**config.mk**
```make
export PLATFORM = sky130hd
export DESIGN_NAME = heart_rate_history_predictor
export DESIGN_NICKNAME = d
export VERILOG_FILES = /design/src/rtl/hrhp_pkg.sv /design/src/rtl/heart_rate_history_predictor.sv
export SDC_FILE = /design/constraint.sdc
export NUM_CORES = 1
export LEC_CHECK = 0
export BUFFER_PORTS_ARGS = -buffer_cell sky130_fd_sc_hd__buf_2
export CORE_MARGIN = 2
export CORE_UTILIZATION = 57
export CTS_CLUSTER_DIAMETER = 50
export CTS_CLUSTER_SIZE = 28
export DETAILED_ROUTE_END_ITERATION = 8
export PLACE_DENSITY = 0.85
export SYNTH_ARGS = -nofsm -noshare
export SYNTH_HDL_FRONTEND = slang
export SYNTH_SLANG_ARGS = --single-unit
```
**constraint.sdc**
```tcl
create_clock -name clk_i -period 6.7 [get_ports clk_i]
set_clock_uncertainty 0.1 [all_clocks]
set_input_delay 1.675 -clock clk_i [delete_from_list [all_inputs] [get_ports clk_i]]
set_output_delay 1.675 -clock clk_i [all_outputs]
set_load 0.01 [all_outputs]
```
**src/rtl/hrhp_pkg.sv**
```systemverilog
`default_nettype none

package hrhp_pkg;

  localparam int unsigned DefaultHistoryDepth = 10;

  // Weights are in tenths; the oldest entry weighs WgtBase.
  localparam int unsigned WgtBase = 10;

  localparam int unsigned RateW    = 8;
  localparam int unsigned LimitW   = 8;
  localparam int unsigned AvgW     = 12;
  localparam int unsigned HeldW    = 4;
  localparam int unsigned HeldMax  = 15;
  localparam int unsigned FracBits = 4;

  localparam logic [LimitW-1:0] OutlierLimitRst = 8'd30;

  localparam logic KindAdd   = 1'b0;
  localparam logic KindClear = 1'b1;

  typedef enum logic [2:0] {
    S_IDLE,
    S_WALK,
    S_MULT,
    S_TEST,
    S_DIV,
    S_OUT
  } state_e;

endpackage

`default_nettype wire

```
**src/rtl/heart_rate_history_predictor.sv**
```systemverilog
`default_nettype none

// Channel  Direction  Handshake                   Payload
// in       input      in_valid_i / in_stall_o     kind_i, rate_bpm_i
// out      output     out_valid_o / out_stall_i   accepted_o, average_x16_o,
//                                                 entries_held_o, ready_res_o
// cfg      input      cfg_we_i                    cfg_wdata_i (outlier limit)
//
// One item at a time. A clear goes straight to the output state. An add reading walks
// the n held entries through the registered-read history RAM, multiplies and tests,
// on acceptance walks the new history again, then runs a restoring divider of one
// quotient bit per cycle over the DvdW-bit dividend, and loads the result; a
// rejection skips the second walk.
// Reset clears count, position and handshake state; the RAM is not cleared.
// A result waiting on out_stall_i does not block the next beat on the input.

module heart_rate_history_predictor #(
  parameter int unsigned HISTORY_DEPTH = hrhp_pkg::DefaultHistoryDepth
) (
  input  wire logic                          clk_i,
  input  wire logic                          rst_ni,

  input  wire logic                          in_valid_i,
  output logic                               in_stall_o,
  input  wire logic                          kind_i,
  input  wire logic [hrhp_pkg::RateW-1:0]    rate_bpm_i,

  input  wire logic                          cfg_we_i,
  input  wire logic [hrhp_pkg::LimitW-1:0]   cfg_wdata_i,

  output logic                               out_valid_o,
  input  wire logic                          out_stall_i,
  output logic                               accepted_o,
  output logic [hrhp_pkg::AvgW-1:0]          average_x16_o,
  output logic [hrhp_pkg::HeldW-1:0]         entries_held_o,
  output logic                               ready_res_o
);

  import hrhp_pkg::*;

  localparam int unsigned PtrW    = (HISTORY_DEPTH > 1) ? $clog2(HISTORY_DEPTH) : 1;
  localparam int unsigned CntW    = $clog2(HISTORY_DEPTH + 1);
  localparam int unsigned WgtMax  = WgtBase + HISTORY_DEPTH - 1;
  localparam int unsigned WgtW    = $clog2(WgtMax + 1);
  localparam int unsigned WsumMax = HISTORY_DEPTH * (2 * WgtBase + HISTORY_DEPTH - 1) / 2;
  localparam int unsigned WsumW   = $clog2(WsumMax + 1);
  localparam int unsigned SumMax  = 255 * WsumMax;
  localparam int unsigned SumW    = $clog2(SumMax + 1);
  localparam int unsigned ProdW   = RateW + WsumW;
  localparam int unsigned DvdW    = SumW + FracBits;
  localparam int unsigned DcntW   = $clog2(DvdW + 1);

  localparam logic [PtrW-1:0] LastPtr  = PtrW'(HISTORY_DEPTH - 1);
  localparam logic [CntW-1:0] FullCnt  = CntW'(HISTORY_DEPTH);
  localparam logic [WgtW-1:0] WgtStart = WgtW'(WgtBase - 1);

  state_e state_q, state_d;

  logic [LimitW-1:0] limit_q;
  logic [PtrW-1:0]   wp_q, wp_d;
  logic [CntW-1:0]   cnt_q, cnt_d;
  logic              final_q, final_d;
  logic [CntW-1:0]   iss_q, iss_d;
  logic [PtrW-1:0]   rp_q, rp_d;
  logic [WgtW-1:0]   wgt_q, wgt_d;
  logic              pv_q, pv_d;
  logic [WgtW-1:0]   pw_q, pw_d;
  logic [SumW-1:0]   s_q, s_d;
  logic [WsumW-1:0]  w_q, w_d;
  logic [RateW-1:0]  rate_q, rate_d;
  logic              acc_q, acc_d;
  logic [ProdW-1:0]  rw_q, rw_d;
  logic [ProdW-1:0]  lim_q, lim_d;
  logic [DvdW-1:0]   dq_q, dq_d;
  logic [WsumW-1:0]  rem_q, rem_d;
  logic [DcntW-1:0]  dcnt_q, dcnt_d;

  logic              out_valid_q, out_valid_d;
  logic              out_acc_q;
  logic [AvgW-1:0]   out_avg_q;
  logic [HeldW-1:0]  out_held_q;
  logic              out_ready_q;
  logic              out_load;

  logic [RateW-1:0]  hist_mem_q [HISTORY_DEPTH];
  logic [RateW-1:0]  rd_data_q;
  logic              rd_en;
  logic              mem_we;

  logic [PtrW-1:0]   wp_next;
  logic [CntW-1:0]   cnt_next;
  logic [ProdW-1:0]  s_ext;
  logic [ProdW-1:0]  diff_abs;
  logic [WsumW:0]    rem_shift;
  logic              q_bit;
  logic [HeldW-1:0]  held;

  assign wp_next  = (wp_q == LastPtr) ? '0 : wp_q + 1'b1;
  assign cnt_next = (cnt_q == FullCnt) ? cnt_q : cnt_q + 1'b1;
  assign s_ext    = ProdW'(s_q);
  assign diff_abs = (rw_q >= s_ext) ? (rw_q - s_ext) : (s_ext - rw_q);
  assign rem_shift = {rem_q, dq_q[DvdW-1]};
  assign q_bit     = (rem_shift >= {1'b0, w_q});
  assign held      = (32'(cnt_q) > HeldMax) ? HeldW'(HeldMax) : HeldW'(cnt_q);

  assign in_stall_o = (state_q != S_IDLE);

  always_comb begin
    state_d  = state_q;
    wp_d     = wp_q;
    cnt_d    = cnt_q;
    final_d  = final_q;
    iss_d    = iss_q;
    rp_d     = rp_q;
    wgt_d    = wgt_q;
    pv_d     = 1'b0;
    pw_d     = pw_q;
    s_d      = s_q;
    w_d      = w_q;
    rate_d   = rate_q;
    acc_d    = acc_q;
    rw_d     = rw_q;
    lim_d    = lim_q;
    dq_d     = dq_q;
    rem_d    = rem_q;
    dcnt_d   = dcnt_q;
    rd_en    = 1'b0;
    mem_we   = 1'b0;
    out_load = 1'b0;

    unique case (state_q)
      S_IDLE: begin
        if (in_valid_i) begin
          if (kind_i == KindClear) begin
            cnt_d   = '0;
            wp_d    = '0;
            acc_d   = 1'b0;
            dq_d    = '0;
            state_d = S_OUT;
          end else begin
            rate_d  = rate_bpm_i;
            iss_d   = '0;
            rp_d    = (wp_q == '0) ? LastPtr : wp_q - 1'b1;
            wgt_d   = WgtStart + WgtW'(cnt_q);
            s_d     = '0;
            w_d     = '0;
            final_d = 1'b0;
            state_d = S_WALK;
          end
        end
      end

      S_WALK: begin
        // Issue one read per cycle, newest first; accumulate the beat in flight.
        if (iss_q < cnt_q) begin
          rd_en = 1'b1;
          iss_d = iss_q + 1'b1;
          rp_d  = (rp_q == '0) ? LastPtr : rp_q - 1'b1;
          wgt_d = wgt_q - 1'b1;
          pv_d  = 1'b1;
          pw_d  = wgt_q;
        end
        if (pv_q) begin
          s_d = s_q + SumW'(rd_data_q) * SumW'(pw_q);
          w_d = w_q + WsumW'(pw_q);
        end
        if (!(iss_q < cnt_q) && !pv_q) begin
          if (final_q) begin
            dq_d    = {s_q, FracBits'(0)};
            rem_d   = '0;
            dcnt_d  = '0;
            state_d = S_DIV;
          end else begin
            state_d = S_MULT;
          end
        end
      end

      S_MULT: begin
        rw_d    = ProdW'(rate_q) * ProdW'(w_q);
        lim_d   = ProdW'(limit_q) * ProdW'(w_q);
        state_d = S_TEST;
      end

      S_TEST: begin
        if (diff_abs > lim_q) begin
          // Drop the reading; divide the sums already on hand.
          acc_d   = 1'b0;
          dq_d    = {s_q, FracBits'(0)};
          rem_d   = '0;
          dcnt_d  = '0;
          state_d = S_DIV;
        end else begin
          mem_we  = 1'b1;
          acc_d   = 1'b1;
          wp_d    = wp_next;
          cnt_d   = cnt_next;
          iss_d   = '0;
          rp_d    = wp_q;
          wgt_d   = WgtStart + WgtW'(cnt_next);
          s_d     = '0;
          w_d     = '0;
          final_d = 1'b1;
          state_d = S_WALK;
        end
      end

      S_DIV: begin
        rem_d  = q_bit ? WsumW'(rem_shift - {1'b0, w_q}) : WsumW'(rem_shift);
        dq_d   = {dq_q[DvdW-2:0], q_bit};
        dcnt_d = dcnt_q + 1'b1;
        if (dcnt_q == DcntW'(DvdW - 1)) begin
          state_d = S_OUT;
        end
      end

      S_OUT: begin
        if (!out_valid_q || !out_stall_i) begin
          out_load = 1'b1;
          state_d  = S_IDLE;
        end
      end

      default: state_d = S_IDLE;
    endcase
  end

  always_comb begin
    out_valid_d = out_valid_q;
    if (out_load) begin
      out_valid_d = 1'b1;
    end else if (out_valid_q && !out_stall_i) begin
      out_valid_d = 1'b0;
    end
  end

  always_ff @(posedge clk_i or negedge rst_ni) begin
    if (!rst_ni) begin
      state_q     <= S_IDLE;
      limit_q     <= OutlierLimitRst;
      wp_q        <= '0;
      cnt_q       <= '0;
      final_q     <= 1'b0;
      iss_q       <= '0;
      pv_q        <= 1'b0;
      dcnt_q      <= '0;
      out_valid_q <= 1'b0;
    end else begin
      state_q     <= state_d;
      wp_q        <= wp_d;
      cnt_q       <= cnt_d;
      final_q     <= final_d;
      iss_q       <= iss_d;
      pv_q        <= pv_d;
      dcnt_q      <= dcnt_d;
      out_valid_q <= out_valid_d;
      if (cfg_we_i) begin
        limit_q <= cfg_wdata_i;
      end
    end
  end

  always_ff @(posedge clk_i) begin
    rp_q   <= rp_d;
    wgt_q  <= wgt_d;
    pw_q   <= pw_d;
    s_q    <= s_d;
    w_q    <= w_d;
    rate_q <= rate_d;
    acc_q  <= acc_d;
    rw_q   <= rw_d;
    lim_q  <= lim_d;
    dq_q   <= dq_d;
    rem_q  <= rem_d;
    if (out_load) begin
      out_acc_q   <= acc_q;
      out_avg_q   <= dq_q[AvgW-1:0];
      out_held_q  <= held;
      out_ready_q <= (cnt_q >= CntW'(2));
    end
  end

  // History RAM: one write port, one registered read port.
  always_ff @(posedge clk_i) begin
    if (mem_we) begin
      hist_mem_q[wp_q] <= rate_q;
    end
    if (rd_en) begin
      rd_data_q <= hist_mem_q[rp_q];
    end
  end

  assign out_valid_o    = out_valid_q;
  assign accepted_o     = out_acc_q;
  assign average_x16_o  = out_avg_q;
  assign entries_held_o = out_held_q;
  assign ready_res_o    = out_ready_q;

endmodule

`default_nettype wire
```
=== Word-level counts from Yosys, hierarchy flattened ===
Memory sizes are Yosys's and may differ from the RTL's. A register that Yosys moved wholly into a read port is not among the register bits.
Index checks and enable logic that the tools add are counted.
Widths: inputs -> output; s select.

* Flip-flop bits (word level): 156
* Memory bits (writable): 80
* Bits of input ports: 22
* Memories: 1

* Add/sub/neg operators: 14
* Multipliers: 3
* $lt $le $gt $ge: 5
* Equal/unequal tests: 19
* Muxes and demuxes: 76
* Bitwise operators: 1
* Reduce and logical (&&, ||, !) cells: 26

{| class="wikitable"
|+ Memories
! name !! words !! width !! read ports !! clocked after Yosys merged registers in !! wr ports !! RTL line !! text
|-
| hist_mem_q || 10 || 8 || 1 || 1 || 1 || heart_rate_history_predictor.sv:85 || <nowiki>logic [RateW-1:0] hist_mem_q [HISTORY_DEPTH];</nowiki>
|}

{| class="wikitable"
|+ Operators with widths
! operator !! number
|-
| $mux 20 || 5
|-
| $mux 16 || 5
|-
| $pmux 20 s4 || 1
|-
| $mux 4 || 16
|-
| $mux 8 || 8
|-
| $pmux 16 s3 || 1
|-
| $pmux 8 s3 || 2
|-
| $mux 5 || 7
|-
| $mul 8x8->16 || 2
|-
| $sub 16x16->16 || 2
|-
| $pmux 5 s3 || 2
|-
| $pmux 4 s3 || 2
|-
| $ne 2x2->1 const B || 11
|-
| $mux 3 || 7
|-
| $pmux 3 s6 || 1
|-
| $add 16x13->16 || 1
|-
| $ge 16x16->1 || 1
|-
| $gt 16x16->1 || 1
|-
| $pmux 4 s2 || 2
|-
| $reduce_and 4->1 || 4
|-
| $mux 1 || 15
|-
| $mul 8x5->13 || 1
|-
| $add 4x1->4 const B || 3
|-
| $add 4x4->5 const A || 2
|-
| other kinds (27) || 42
|}

=== Depth between registers and ports, before layout ===
Gate-level depths: netlist of run 1.

* Depth after elaboration: 7
* Gate-level depth with buffers: 21

=== Least setup slack after synthesis of run 1 ===
No wires, ideal clock.

* Kind: register to register
* From: register rw_q[0]
* To: memory hist_mem_q[2][0] (enable)
* Library setup time: 0.395 ns
* Arrival time: 4.419 ns
* Required time: 6.205 ns
* Slack: 1.787 ns
* Stages on the path, launching flop included: 20
* Buffers on the path: 2
* Clock period less this slack: 4.913 ns
* Path through: edfxtp_1 > inv_1 > ha_1 > inv_1 > fa_1 > nand3_1 > a211oi_1 > o31ai_1 > a32o_1 > buf_2 > mux2i_1 > xnor2_1 > ha_1 > nand4_1 > nor3_1 > nand2_1 > o21ai_1 > nand2_1 > clkbuf_1 > nor4_1

* Longest elaborated chain between the ends: 7
* Elaborated cells between the ends (all ways): 9
* Classes of those cells: 2 x add/sub; 2 x order compare; 5 x mux

{| class="wikitable"
|+ Ends and longest elaborated chain
! what !! RTL line !! text
|-
| start: declaration || heart_rate_history_predictor.sv:72 || <nowiki>logic [ProdW-1:0] rw_q, rw_d;</nowiki>
|-
| start signal: assignment || heart_rate_history_predictor.sv:271 || <nowiki>rw_q <= rw_d;</nowiki>
|-
| $sub 16x16->16 / $ge 16x16->1 (equally long branches) || heart_rate_history_predictor.sv:101 || <nowiki>assign diff_abs = (rw_q >= s_ext) ? (rw_q - s_ext) : (s_ext - rw_q);</nowiki>
|-
| $mux 16 * || heart_rate_history_predictor.sv:101 ||
|-
| $gt 16x16->1 * || heart_rate_history_predictor.sv:186 || <nowiki>if (diff_abs > lim_q) begin</nowiki>
|-
| $mux 1 * || heart_rate_history_predictor.sv:186 ||
|-
| $mux 1 * || heart_rate_history_predictor.sv:131 || <nowiki>unique case (state_q)</nowiki>
|-
| $mux 1 * || heart_rate_history_predictor.sv:285 || <nowiki>if (mem_we) begin</nowiki>
|-
| $mux 1 (not written as such) * || heart_rate_history_predictor.sv:286 || <nowiki>hist_mem_q[wp_q] <= rate_q;</nowiki>
|-
| end: declaration || heart_rate_history_predictor.sv:85 ||
|}

Every way passes the cells marked *; elsewhere a longest branch is shown, timed or not.

=== Worst setup path in the final report of run 1 ===
* From: register rw_q[0]
* To: memory hist_mem_q[9][0] (enable)

The elaborated chain is that of the path after synthesis.

==> metrics.md, run 1 <==
| Metric | Value |
|---|---|
| Run status | finished clean |
| Core Util, Final | 0.6272 |
| Vias in the first global route | 12,853 |
| DRC | 0 |
| Critical path fanouts, max | 22 |
| CTS Hold Bufs | 0 |
| Largest family of logic cells by synthesized area | adder cells |
| Root Driver | clkbuf_16 |
| Largest cells by area after synthesis | edfxtp_1 36%, fa_1 12%, ha_1 12% |
| Hold slack final | ~0.33 ns |
| Synth Flop Type | edfxtp_1 |
| Worst Path Buf+Inv | 3 |
| Post-CTS Setup Repair Bufs | 0 |
| Initial Util | 0.5779 |
| Post-Synth Adder-Cell Area | 0.2363 |
| Slew Limit Headroom | 0.2259 |
| Synthesized net count | 1,917 |
| Synth top area share | 0.3628 |
| Antenna Nets Post-Route | 0 |
| Asr flop ratio synth | 0.1270 |
| Endpoints failing setup | 0 |
| Hold/Removal Path Class | flip-flop to flip-flop |
| H-tree depth | 1 |
| Worst-path cell chain | inv_1 -> ha_1 -> inv_1 -> fa_1 -> nand3_1 -> a211oi_1 -> o31ai_1 -> a32o_1 -> buf_4 -> nor3_1 -> a31o_1 -> xor2_1 -> ha_1 -> a21oi_1 -> nor2_1 -> a211oi_1 -> o21ai_1 -> o21ai_1 -> nand2_1 -> nor3_1 |
| Yosys reg bits | about 240 |
| Vias | approximately 13,000 |
| Vert. Die Dim | 179.9 um |
| Io pins | between 40 and 50 |
| Tot GR Track Use | 0.2548 |
| RSZ-0062 raised after global routing | no |
| R2R Setup Slk | 0.66 ns |
| # port buffers | 41 |
| Post-Synthesis Cells | between 1,500 and 2,000 |
| Initial antenna violation count | 0 |
| Mux cell area share after synthesis | 0.03988 |
| Final #Nets | 1,946 |
| Clk sinks | 244 |
| EDFF count, synth | 213 |
| Netlist Area Pre-Place | 17,630 um^2 |
| Fmax | 165.5 MHz |
| TritonCTS buffer count | 28 |
| Area leader, netlist | edfxtp_1 |
| Tmin final | 6.044 ns |
| Row count | 64 |
| Commonest non-fill, non-tap cell in the layout | inv_1 |
| DP Wirelength | 29.66 mm |
| Drt pass-1 iters | 7 |
| Crit Path Category | flip-flop to flip-flop |
| Final slew viol count | 0 |
| Die ar. | 32,350 um^2 |
| Max cap viols | 0 |
| Routed vias/inst | just over 6 |
| Critical Path Start Type | flip-flop |
| Critical path's slowest cell | nor3_1 |
| Largest net degree at the start of global routing | 33 |
| Worst Max-Slew Pin Slew | 1.152 ns |
| Post-CTS Resized | 0 |
| Share of layout cells above drive strength 1 | 0.08294 |
| Arrival @ worst endpoint | between 6 and 7 ns |
| Setup TNS | 0 ns |
| Area grow syn2layout | 8.538% |
| Crit-path max cell delay | 1.07 ns |
| Synth Area in Simple Gates | 0.1332 |
| Syn_area_per_cell | 10.85 um^2 |
| Xor/xnor share of the synthesized area | 0.02931 |
| Clock latency on the worst-skew pair | 0.58 ns |
| Fillcell total | 2,236 |
| Core footprint | 30,510 um^2 |
| Critical Path RT | 6.79 ns |
| CP endpoint kind | flip-flop |
| N_diodes | 0 |
| Per-cell routed wire length | about 20 um |
| CTS tree | yes |
| Die X | approximately 180 um |
| Routed WL | between 40 and 50 mm |
| First-pass GRT wire length | 66.43 mm |
| Gr ovfl total | 0 |
| Most frequent cells in the layout | 215 x inv_1, 213 x edfxtp_1, 165 x ha_1 |
| Compound-Gate Fraction of Synth Area | 0.09588 |
| Routability cong. | between 0.8 and 0.9 |
| Ys Warns | 0 |
| Final period util | 0.9021 |
| Post-synthesis sequential area ratio | 0.4071 |
| Initial drt markers | 1,337 |
| Post-synthesis cell type count | 72 |
| CP delay by family, top | compound AO/OA/AOI/OAI gates |
| Final hold vios | 0 |
| Clock tree buffer depth | 3 |
| Worst-path clk slew | 0.07 ns |
flip-flops by register name, indices dropped and copies added (netlist names), 8 cells and up:
name           count
average_x16_o     12
s_ext             16
hist_mem_q        80
w_q                8
rw_q              16
rem_q              8
lim_q             16
rate_q             8
limit_q            8
dq_q              20
rd_data_q          8
routing by layer:
layer / track usage / up-vias / wire, um
met1: 0.3420 / 6125 / 16240
met4: 0.1005 / 0 / 1567
met2: 0.4218 / 633 / 19560
li1: - / 5653 / -
met3: 0.03566 / 120 / 3350
met5: 0 / - / 0
Yosys cell counts, types with 27 or more instances:
cell type,n
ha_1,165
nand2_1,149
a21oi_1,65
clkbuf_1,44
nor2_1,77
xnor2_1,45
edfxtp_1,213
fa_1,105
dfrtp_1,27
nor3_1,31
and2_1,101
inv_1,215
o21ai_0,49
layout make-up:
class / instances / area [um^2] / area share
clock buffer: 32 / 715.7 / 0.03740
clock inverter: 20 / 203.9 / 0.01066
inverter: 217 / 814.5 / 0.04257
multi-input combinational: 1110 / 9434 / 0.4930
sequential: 244 / 7177 / 0.3750
tap: 396 / 495.5 / 0.02589
timing repair buffer: 53 / 295.3 / 0.01543
per-stage QoR:
step                      instances  setup slack (ns)  instance area, um^2
after detailed placement       2020            0.8572                18220
after global routing           2072            0.3208                19140
final                          2072            0.6562                19140
after CTS                      2072            0.7569                19140
after floorplan                1625             1.787                17630
after global placement         2020             1.095                18220
path summary, 6_finish.rpt:
path | start | endpoint | cells after the start
max | rw_q[0]$_DFFE_PP_ | hist_mem_q[9][0]$_DFFE_PP_ | 20
min | acc_q$_SDFFCE_PN0P_ | accepted_o$_DFFE_PP_ | 0
max reg2reg | rw_q[0]$_DFFE_PP_ | hist_mem_q[9][0]$_DFFE_PP_ | 20
min reg2reg | acc_q$_SDFFCE_PN0P_ | accepted_o$_DFFE_PP_ | 0
max in group asynchronous | rst_ni | limit_q[7]$_DFFE_PN0P_ | 1
min in group asynchronous | rst_ni | cnt_q[0]$_DFFE_PN0P_ | 1
logic make-up after synthesis:
| logic type | after synthesis |
|---|---|
| AO/OA/AOI/OAI | 259 |
| XOR/XNOR | 59 |
| adder cells (fa/ha/maj) | 270 |
| buffers and inverters | 271 |
| flip-flops | 244 |
| multiplexers | 49 |
| AND/OR/NAND/NOR | 473 |
worst register-to-register path, cell delays in order, from the launching register on:
cell	delay (ns)
edfxtp_1	0.40
inv_1	0.08
ha_1	0.16
inv_1	0.06
fa_1	0.40
nand3_1	0.14
a211oi_1	0.11
o31ai_1	0.48
a32o_1	0.26
buf_4	0.29
nor3_1	0.11
a31o_1	0.20
xor2_1	0.14
ha_1	0.30
a21oi_1	0.15
nor2_1	0.06
a211oi_1	0.20
o21ai_1	0.12
o21ai_1	0.35
nand2_1	0.48
nor3_1	1.08
Power of run 1 is not shown: default switching activity piles up to over one toggle a cycle in this logic, so the estimate is an artifact.
==> inputs of run 2 (changes only) <==
--- a/config.mk
+++ b/config.mk
@@ -5,13 +5,14 @@
 export SDC_FILE = /design/constraint.sdc
 export NUM_CORES = 1
 export LEC_CHECK = 0
-export BUFFER_PORTS_ARGS = -buffer_cell sky130_fd_sc_hd__buf_2
 export CORE_MARGIN = 2
 export CORE_UTILIZATION = 57
+export CTS_BUF_LIST = sky130_fd_sc_hd__clkbuf_8
 export CTS_CLUSTER_DIAMETER = 50
 export CTS_CLUSTER_SIZE = 28
 export DETAILED_ROUTE_END_ITERATION = 8
-export PLACE_DENSITY = 0.85
+export DONT_BUFFER_PORTS = 1
+export PLACE_DENSITY = 0.83
 export SYNTH_ARGS = -nofsm -noshare
 export SYNTH_HDL_FRONTEND = slang
 export SYNTH_SLANG_ARGS = --single-unit
==> run 2 against run 1 <==
Setup slack improved by 0.21 ns. Critical path type unchanged. Routed wire length fell by 5.5%. First-iteration DRC count fell by 22%. Via count fell by 3.8%.
==> metrics.md, run 2 (synthesis results as in run 1) <==
| Metric | Value |
|---|---|
| Worst flop-to-flop path endpoint | hist_mem_q[0][3]$_DFFE_PP_ |
| Clk sinks | 244 (unchanged) |
| Root Driver | clkbuf_8 |
| Clock latency on the worst-skew pair | 0.60 ns (+0.02 ns) |
| Routed WL | 38.47 mm (-5.5%) |
| Largest net degree at the start of global routing | 38 (+15%) |
| Hold path startpoint | acc_q$_SDFFCE_PN0P_ |
| Max cap viols | 0 (unchanged) |
| Hold Path Sink | accepted_o$_DFFE_PP_ |
| Worst r2r src | rw_q[0]$_DFFE_PP_ |
| # port buffers | 0 (-100%) |
| Critical path's slowest cell | a211oi_1 |
| Routed vias/inst | 5.935 (-1.9%) |
| Core footprint | 30,510 um^2 (unchanged) |
| Tmin final | 5.829 ns (-0.2147 ns) |
| Vias in the first global route | 12,098 (-5.9%) |
| Hold path depth | 0 (unchanged) |
| Arrival @ worst endpoint | 6.04 ns (-0.10 ns) |
| Antenna Nets Post-Route | 0 (unchanged) |
| Vert. Die Dim | 179.9 um (unchanged) |
| Hold/Removal Path Class | flip-flop to flip-flop |
| TritonCTS buffer count | 28 (unchanged) |
| Commonest non-fill, non-tap cell in the layout | inv_1 |
| H-tree depth | 1 (unchanged) |
| Die X | 179.9 um (unchanged) |
| Largest registers | hist_mem_q x80, dq_q x20 |
| Most frequent cells in the layout | 218 x inv_1, 213 x edfxtp_1, 165 x ha_1 |
| Final hold vios | 0 (unchanged) |
| Clock tree buffer depth | 3 (unchanged) |
| Reg2Reg Depth | 21 (+5.0%) |
| Largest register FFs | 80 (unchanged) |
| Tot GR Track Use | 0.2400 (-0.01476) |
| Worst Max-Slew Pin Slew | 1.105 ns (-0.04727 ns) |
| Setup TNS | 0 ns (unchanged) |
| R2R Setup Slk | 0.87 ns (+0.21 ns) |
| Die ar. | 32,350 um^2 (unchanged) |
| Gr ovfl total | 0 (unchanged) |
| Worst Path Buf+Inv | 5 (+2) |
| Initial Util | 0.5779 (unchanged) |
| Area grow syn2layout | 6.018% |
| CP endpoint kind | flip-flop |
| Initial antenna violation count | 0 (unchanged) |
| Initial drt markers | 1,043 (-22%) |
| RSZ-0062 raised after global routing | no |
| Multi-input gate area | 9434 um^2 (unchanged) |
| Io pins | 42 (unchanged) |
| Vias | 12,053 (-3.8%) |
| Worst-path clk slew | 0.08 ns (about the same) |
| Reg area | 7177 um^2 (unchanged) |
| CTS tree | yes |
| Crit-path max cell delay | 0.65 ns (-0.42 ns) |
| CTS Hold Bufs | 0 (unchanged) |
| Critical Path Start Type | flip-flop |
| Post-CTS Setup Repair Bufs | 0 (unchanged) |
| DRC | 0 (unchanged) |
| Run status | finished clean |
| Routability cong. | 0.9286 (+4.6%) |
| Critical Path Most Common Cell | nand2_1 |
| N_diodes | 0 (unchanged) |
| Crit Path Category | flip-flop to flip-flop |
| CP delay by family, top | compound AO/OA/AOI/OAI gates |
| Post-CTS Resized | 0 (unchanged) |
| First-pass GRT wire length | 62.76 mm (-5.5%) |
| Slew Limit Headroom | 0.2576 (+0.03176) |
| DP Wirelength | 28.78 mm (-3.0%) |
| Drt pass-1 iters | 6 (-1) |
| Largest register by flop count | hist_mem_q |
| Final period util | 0.8700 (-0.03205) |
| Share of layout cells above drive strength 1 | 0.06177 (-0.02116) |
| Fmax | 171.6 MHz (+3.7%) |
| Fillcell total | 2,330 (+4.2%) |
| Critical Path RT | 6.91 ns (+0.12 ns) |
| Per-cell routed wire length | 18.94 um (-3.6%) |
| Endpoints failing setup | 0 (unchanged) |
| Row count | 64 (unchanged) |
| Final slew viol count | 0 (unchanged) |
| Worst-path cell chain | inv_1 -> ha_1 -> inv_1 -> fa_1 -> nand3_1 -> a211oi_1 -> o31ai_1 -> a32o_1 -> buf_4 -> mux2i_1 -> xnor2_1 -> ha_1 -> nand2_1 -> nor3_1 -> nand2_1 -> a211oi_1 -> o21ai_1 -> nand2_1 -> buf_4 -> inv_2 -> and3_1 |
| Final #Nets | 1,905 (-2.1%) |
| Critical path fanouts, max | 13 (-41%) |
[run 2: cell types whose count changed in the layout (fill, tap and decap cells not counted), sizes merged]
cell / before / now
inv: 224 / 230
clkinvlp: 3 / 2
clkinv: 9 / 4
buf: 53 / 12
bufinv: 1 / 2
clkbuf: 32 / 31
[run 2: per-stage QoR]
| stage | utilization | cell area [um^2] | std cells | hold slack [ns] | worst slack [ns] |
|---|---|---|---|---|---|
| floorplan | - | 17630 | 1625 | 0.3003 | 1.787 |
| detailed placement | 0.5903 | 18010 | 1979 | 0.3071 | 1.007 |
| global placement | 0.5903 | 18010 | 1979 | 0.3074 | 1.134 |
| global route | 0.6127 | 18690 | 2031 | 0.3533 | 0.5224 |
| CTS | 0.6127 | 18690 | 2031 | 0.3238 | 0.9650 |
| finish | 0.6127 | 18690 | 2031 | 0.3319 | 0.8710 |
[run 2: worst register-to-register path: cells and delay by family (launching register included)]
kind	cells	cell delay, ns
adders and majority gates	3	0.83
and+or+nand+nor	6	1.22
muxes	1	0.23
xor gates and xnor gates	1	0.09
DFF	1	0.40
buffers and inverters	5	0.71
AOI/OAI and AO/OA	5	1.95
[run 2: how the worst max path moves through the flow]
stage                     depth (start not counted)  slack [ns]                          to               from
after floorplan                                  19        1.79  hist_mem_q[2][0]$_DFFE_PP_  rw_q[0]$_DFFE_PP_
after global placement                           21        1.13  hist_mem_q[0][5]$_DFFE_PP_  rw_q[0]$_DFFE_PP_
after detailed placement                         21        1.01  hist_mem_q[0][4]$_DFFE_PP_  rw_q[0]$_DFFE_PP_
after CTS                                        21        0.97  hist_mem_q[0][3]$_DFFE_PP_  rw_q[0]$_DFFE_PP_
after global routing                             19        0.52  hist_mem_q[5][1]$_DFFE_PP_  rw_q[0]$_DFFE_PP_
final                                            21        0.87  hist_mem_q[0][3]$_DFFE_PP_  rw_q[0]$_DFFE_PP_
[run 2: layer usage]
layer  global-route usage  wire length [um]  vias up
met5                    0                 0        -
met4              0.07220              1137        0
met3              0.04518              2962       77
met2               0.3841             17900      495
met1               0.3358             16470     5920
li1                     -                 -     5561
[run 2: cell type report]
cell class | instances | area share
multi-input cells | 1110 | 0.5047
flip-flops and latches | 244 | 0.3840
inverters | 217 | 0.04358
well taps | 396 | 0.02651
clock buffers | 31 | 0.02283
clock inverters | 21 | 0.01359
repair buffers | 12 | 0.004820
Power of run 2 is left out for the same reason.
